**config.mk**
```make
export PLATFORM = sky130hd
export DESIGN_NAME = sbnd_window
export DESIGN_NICKNAME = d
export VERILOG_FILES = /design/src/design/sbnd_pkg.sv /design/src/design/sbnd_cell.sv /design/src/design/sbnd_window.sv
export SDC_FILE = /design/constraint.sdc
export NUM_CORES = 1
export LEC_CHECK = 0
export BUFFER_PORTS_ARGS = -buffer_cell sky130_fd_sc_hd__buf_2
export CORE_MARGIN = 4
export CORE_UTILIZATION = 40
export DETAILED_ROUTE_END_ITERATION = 7
export HOLD_SLACK_MARGIN = 0.06
export REMOVE_ABC_BUFFERS = 1
export SYNTH_ARGS = -nofsm -noshare
export SYNTH_HDL_FRONTEND = slang
export SYNTH_HIERARCHICAL = 1
export SYNTH_SLANG_ARGS = --single-unit
export TNS_END_PERCENT = 10
```
**constraint.sdc**
```tcl
create_clock -name clk -period 5.9 [get_ports clk]
set_input_delay 0.295 -clock clk [delete_from_list [all_inputs] [get_ports clk]]
set_output_delay 0.295 -clock clk [all_outputs]
set_load 0.1 [all_outputs]
```
**src/design/sbnd_pkg.sv**
```systemverilog
`default_nettype none

package sbnd_pkg;

  localparam int CFG_INDEX_W = 2;
  localparam int CFG_DATA_W  = 64;
  localparam int DLEN_W      = 4;
  localparam int COUNT_W     = 14;
  localparam int FIELD_W     = 13;
  localparam int OUT_DATA_W  = 32;

  localparam logic [CFG_INDEX_W-1:0] REG_DELIM_BYTES = 2'd0;
  localparam logic [CFG_INDEX_W-1:0] REG_DELIM_LEN   = 2'd1;
  localparam logic [CFG_INDEX_W-1:0] REG_MATCH_COUNT = 2'd2;

  localparam logic signed [COUNT_W-1:0] COUNT_LIMIT = 14'sd4097;

  typedef struct packed {
    logic              shift;
    logic [DLEN_W-1:0] len;
  } win_ctrl_t;

endpackage

`default_nettype wire

```
**src/design/sbnd_cell.sv**
```systemverilog
`default_nettype none

module sbnd_cell (
  input  wire logic       clk,
  input  wire logic       shift,
  input  wire logic [7:0] byte_in,
  input  wire logic [7:0] want,
  input  wire logic       active,
  output logic      [7:0] byte_q,
  output logic            eq
);

  always_ff @(posedge clk) begin
    if (shift) begin
      byte_q <= byte_in;
    end
  end

  assign eq = !active || (byte_in == want);

endmodule

`default_nettype wire

```
**src/design/sbnd_window.sv**
```systemverilog
`default_nettype none

module sbnd_window #(
  parameter int CELLS = 8
) (
  input  wire logic                clk,
  input  wire sbnd_pkg::win_ctrl_t ctrl,
  input  wire logic [7:0]          byte_in,
  input  wire logic [63:0]         delim,
  output logic                     hit
);

  logic [7:0]       cell_q [CELLS];
  logic [CELLS-1:0] eq;

  for (genvar k = 0; k < CELLS; k++) begin : g_cell
    logic [7:0] feed;
    logic [7:0] want;
    logic [2:0] idx;
    logic       active;

    if (k == 0) begin : g_head
      assign feed = byte_in;
    end else begin : g_link
      assign feed = cell_q[k-1];
    end

    // newest byte sits in cell 0, so cell k faces delimiter byte len-1-k
    assign active = ctrl.len > sbnd_pkg::DLEN_W'(k);
    assign idx    = 3'(ctrl.len - sbnd_pkg::DLEN_W'(k) - 4'd1);
    assign want   = delim[{idx, 3'b000} +: 8];

    sbnd_cell u_cell (
      .clk     (clk),
      .shift   (ctrl.shift),
      .byte_in (feed),
      .want    (want),
      .active  (active),
      .byte_q  (cell_q[k]),
      .eq      (eq[k])
    );
  end

  assign hit = &eq;

endmodule

`default_nettype wire

```
==> results.json, run 1 <==
{
  "max_freq_mhz": 233.2,
  "htreeDepth": 2,
  "placedInstanceArea_sq_um": 5629,
  "cts_tree": "yes",
  "drtIter0Drc": 207,
  "cts.sinks": 56,
  "grt_pass1_vias": 3450,
  "hp-class": "in2reg",
  "clockBufferDepth": 2,
  "ant_nets": 0,
  "fin_area_sq_um": 5762,
  "hold_buffers": 0,
  "drive_gt1_share_pct": 56.83,
  "grt_pass1_wl_um": 20520,
  "setup_ws_ns": 1.612,
  "drv_slew": 0,
  "die_x_um": 120.9,
  "drc": 0,
  "min_period_over_period_pct": 72.67,
  "fin_setup_tns_ns": 0,
  "regMostFlops": "g_cell.u_cell/byte_q",
  "dieArea_sq_um": 14610,
  "place_congestion": 0.8168,
  "core-area_sq_um": 12260,
  "post_cts_buffers": 0,
  "cp.arrival_ns": 3.99,
  "grt_max_degree": 62,
  "grt.overflow.total": 0,
  "place_ws_ns": 1.605,
  "post_cts_resized": 0,
  "rr_worst_depth": 0,
  "maxSlewHeadroom_pct": 18.14,
  "syn_inst": 338,
  "outcome": "finished, final reports clean",
  "cts_buffers": 5,
  "holdPathStages": 1,
  "cp-start-kind": "primary input",
  "n_fill_cell": 1123,
  "hold_violations": 0,
  "path_class": "in2out",
  "gr-usage-met2_pct": 27.51,
  "fin_util_pct": 46.99,
  "vias": 3397,
  "setup_viol": 0,
  "cts-root-buf": "clkbuf_16",
  "vias_per_cell": 5.877,
  "cap_violations": 0,
  "io_buffers": 78,
  "wl_per_cell_um": 22.84,
  "dpl.hpwl_um": 10170,
  "grt-busiest-layer": "met1",
  "ioPinCount": 79,
  "wl_um": 13200,
  "path_clk_slew_ns": 0.07,
  "antenna_found_initial": 0,
  "cp.required_ns": 5.61,
  "powerDensity_nw_per_um2": 216.1,
  "synth_warnings": 6,
  "grt.met1_usage_pct": 29.73,
  "clkLatencyLatePin_ns": 0.29,
  "met3_usage_pct": 2.331,
  "ir_drop_mv": 0.1031,
  "initial_core_util_pct": 41.55,
  "worstPathMaxFanout": 19,
  "fin_crit_ns": 4.288,
  "skew_ns": 0.005223,
  "rows": 40,
  "antennaDiodeCount": 0,
  "worst_pin_slew_ns": 1.219,
  "nNetsFinal": 495,
  "drt_pass1_iterations": 4,
  "rsz0062_at_grt": "false",
  "synthToLayoutAreaGrowth_pct": 13.09,
  "track_usage_pct": 18.73,
  "top_regs": "g_cell.u_cell/byte_q: 56 flops",
  "largest_reg_flops": 56,
  "syn_area_sq_um": 5095,
  "postSynthAreaPerCell_sq_um": 15.07,
  "die_h_um": 120.9,
  "p_leak_nw": 1.945,
  "cp-end-kind": "primary output"
}
-- report_power, final --
part	internal [W]	switching, W	leakage (nW)
combinational	0.000255	0.000221	1.33
clock	0.000153	0.000133	0.0648
sequential	0.000468	0.0000162	0.548
-- final cells by class --
cell class / instances / area (sq um) / share of cell area [%]
Clock buffer: 5 / 125.1 / 2.172
Clock inverter: 2 / 7.507 / 0.1303
Inverter: 3 / 11.26 / 0.1954
Multi-Input combinational cell: 259 / 3281 / 56.94
Sequential cell: 56 / 1682 / 29.19
Tap cell: 168 / 210.2 / 3.648
Timing Repair Buffer: 85 / 445.4 / 7.731
-- cells in the final DEF, fill, tap and decap left out, types with 2 or more instances in the layout --
master,count
mux2_2,77
buf_2,77
xnor2_1,67
mux4_2,64
edfxtp_1,56
nand4_1,18
o21ai_1,8
buf_4,8
ha_1,7
clkbuf_16,5
mux2_1,3
xor2_1,3
clkinv_1,3
nor2_1,3
inv_1,2
o21ai_0,2
nand2b_1,2
a21o_1,2
-- worst max-delay path, stage by stage --
cell	delay, ns
buf_2	0.10
clkinv_1	0.31
ha_1	0.72
buf_4	0.40
mux4_2	0.57
mux2_2	0.29
xnor2_1	0.21
nand4_1	0.14
o21ai_1	0.18
nand4_1	0.12
nor2_1	0.17
buf_2	0.46
-- path summary, 6_finish.rpt --
path,startpoint,end,slack [ns]
setup / recovery,ctrl[1],hit,1.61
hold / removal,byte_in[4],g_cell[0].u_cell/byte_q[4],0.21
setup reg to reg,g_cell[3].u_cell/byte_q[6],g_cell[4].u_cell/byte_q[6],5.16
hold reg to reg,g_cell[2].u_cell/byte_q[6],g_cell[3].u_cell/byte_q[6],0.47
-- stage by stage --
| stage | hold slack [ns] | power (W) | std cells |
|---|---|---|---|
| detailed placement | 0.4571 | 0.0009660 | 571 |
| finish | 0.2050 | 0.001245 | 578 |
| CTS | 0.2000 | 0.001253 | 578 |
| global route | 0.2091 | 0.001306 | 578 |
| floorplan | 0.3939 | 0.0008092 | 318 |
| global placement | 0.4515 | 0.0009623 | 571 |
-- metal layers --
metal  wire, um  vias up  part of all wire, %
met5          0        -                    0
met1       6202     1763                   47
met4        159        0                  1.2
met3        859        9                  6.5
met2       5981      103                   45
li1           -     1522                    -
Note: power is estimated with default switching activity, not from simulation.
==> run 2, diff against run 1 <==
==> constraint.sdc (replaced) <==
create_clock -name clk -period 3.8 [get_ports clk]
set_input_delay 0.19 -clock clk [delete_from_list [all_inputs] [get_ports clk]]
set_output_delay 0.19 -clock clk [all_outputs]
set_load 0.1 [all_outputs]
==> run 2 against run 1 <==
Net effect: non-clock buffer count grew 10; die area is the same; clock skew shrank 0.0012 ns; first-iteration DRC count grew 59%; clock-buffer cell count is the same; clock power grew 88%; highest routed layer unchanged; global-route usage grew 0.086 points; power grew 64%; via count grew 2.1%.
==> results.json, run 2 (synthesized netlist as in run 1, its figures left out) <==
{
  "powerDensity_nw_per_um2": 347.2,
  "cts.sinks": 56,
  "drive_gt1_share_pct": 57.96,
  "wl_um": 13440,
  "place_congestion": 0.8275,
  "hold_buffers": 0,
  "cts-root-buf": "clkbuf_16",
  "initial_core_util_pct": 41.55,
  "max_freq_mhz": 283.2,
  "wl_per_cell_um": 22.82,
  "antenna_found_initial": 0,
  "final_cell_mix": "mux2_2, buf_2, xnor2_1",
  "dieArea_sq_um": 14610,
  "hold_violations": 0,
  "antennaDiodeCount": 0,
  "worst_pin_slew_ns": 0.9049,
  "rows": 40,
  "cts_tree": "yes",
  "dpl.hpwl_um": 10490,
  "rsz0062_at_grt": "false",
  "setup_viol": 0,
  "path_class": "in2out",
  "cp-end-kind": "primary output",
  "rr_worst_depth": 0,
  "ir_drop_mv": 0.1942,
  "place_ws_ns": 0.2590,
  "grt_pass1_wl_um": 20510,
  "drtIter0Drc": 329,
  "die_x_um": 120.9,
  "htreeDepth": 2,
  "synthToLayoutAreaGrowth_pct": 15.45,
  "layout_commonest_cell": "mux2_2",
  "core-area_sq_um": 12260,
  "final_cells": 589,
  "clockBufferDepth": 2,
  "skew_ns": 0.003994,
  "grt.overflow.total": 0,
  "regToRegStartpoint": "g_cell[0].u_cell/byte_q[7]",
  "n_fill_cell": 1081,
  "cp.arrival_ns": 3.34,
  "maxSlewHeadroom_pct": 39.24,
  "track_usage_pct": 18.82,
  "largest_reg_flops": 56,
  "vias": 3467,
  "ant_nets": 0,
  "outcome": "finished, final reports clean",
  "die_h_um": 120.9,
  "dp.cells": 581,
  "fin_crit_ns": 3.531,
  "cap_violations": 0,
  "nNetsFinal": 505,
  "vias_per_cell": 5.886,
  "worstPathMaxFanout": 20,
  "drt_pass1_iterations": 5,
  "grt_pass1_vias": 3565,
  "drc": 0,
  "cts_buffers": 5,
  "holdCritStartpoint": "byte_in[4]",
  "top_regs": "g_cell.u_cell/byte_q: 56 flops",
  "drv_slew": 0,
  "regMostFlops": "g_cell.u_cell/byte_q",
  "post_cts_resized": 0,
  "cp-start-kind": "primary input",
  "timing.rr.end": "g_cell[1].u_cell/byte_q[7]",
  "clkLatencyLatePin_ns": 0.30,
  "r2r_slack_ns": 3.07,
  "io_buffers": 78,
  "ioPinCount": 79,
  "path_clk_slew_ns": 0.07,
  "min_period_over_period_pct": 92.93,
  "p_leak_nw": 2.010,
  "grt_max_degree": 34,
  "cp.required_ns": 3.61,
  "hold_end": "g_cell[0].u_cell/byte_q[4]",
  "setup_ws_ns": 0.2688,
  "fin_util_pct": 47.97,
  "holdPathStages": 1,
  "hp-class": "in2reg",
  "post_cts_buffers": 0
}
==> run 2: cell count changes in the layout (fill, tap and decap cells not counted), sizes merged <==
cell | previous run | this run
buf | 85 | 95
bufinv | 0 | 1
==> run 2: power by group <==
part	internal, W	switching [W]
registers	0.000725	0.0000245
clock network	0.000308	0.000229
logic	0.000404	0.000352
total	0.00144	0.000605
==> run 2: final cells by class <==
| class | instances | area, sq um | area share [%] |
|---|---|---|---|
| inverters | 3 | 11.26 | 0.1914 |
| well taps | 168 | 210.2 | 3.574 |
| clock inverters | 3 | 37.54 | 0.6382 |
| flip-flops and latches | 56 | 1682 | 28.59 |
| clock buffers | 5 | 125.1 | 2.127 |
| repair buffers | 95 | 535.5 | 9.104 |
| multi-input cells | 259 | 3281 | 55.78 |
==> run 2: layer usage <==
layer	GRT usage, %	part of all wire [%]	vias to the layer above
li1	-	-	1551
met1	27.65	45	1764
met2	28.38	46	129
met3	3.357	6.8	23
met4	5.949	2.3	0
met5	0	0	-
==> run 2: worst max-delay path by stage <==
stage                 start   to  slack, ns
finish              ctrl[0]  hit       0.27
CTS                 ctrl[0]  hit       0.26
global route        ctrl[0]  hit       0.21
floorplan           ctrl[1]  hit      -0.59
detailed placement  ctrl[0]  hit       0.26
global placement    ctrl[0]  hit       0.27
==> run 2: critical path, cell delays in order <==
cell and delay (ns):
buf_4 0.16, inv_1 0.10, ha_1 0.31, buf_4 0.24
xnor2_1 0.75, mux4_2 0.43, xnor2_1 0.26, nand4_1 0.18
o21ai_1 0.15, nand4_1 0.08, nor2_1 0.27, buf_12 0.22
==> run 2: metrics by stage <==
stage | area (sq um) | setup TNS (ns) | power [W] | hold WS, ns
6_report | 5882 | 0 | 0.002042 | 0.08648
5_1_grt | 5882 | 0 | 0.002121 | 0.09097
4_1_cts | 5882 | 0 | 0.002040 | 0.08133
3_5_place_dp | 5719 | 0 | 0.001517 | 0.3962
3_3_place_gp | 5719 | 0 | 0.001509 | 0.3967
2_1_floorplan | 4974 | -0.5910 | 0.001256 | 0.2889
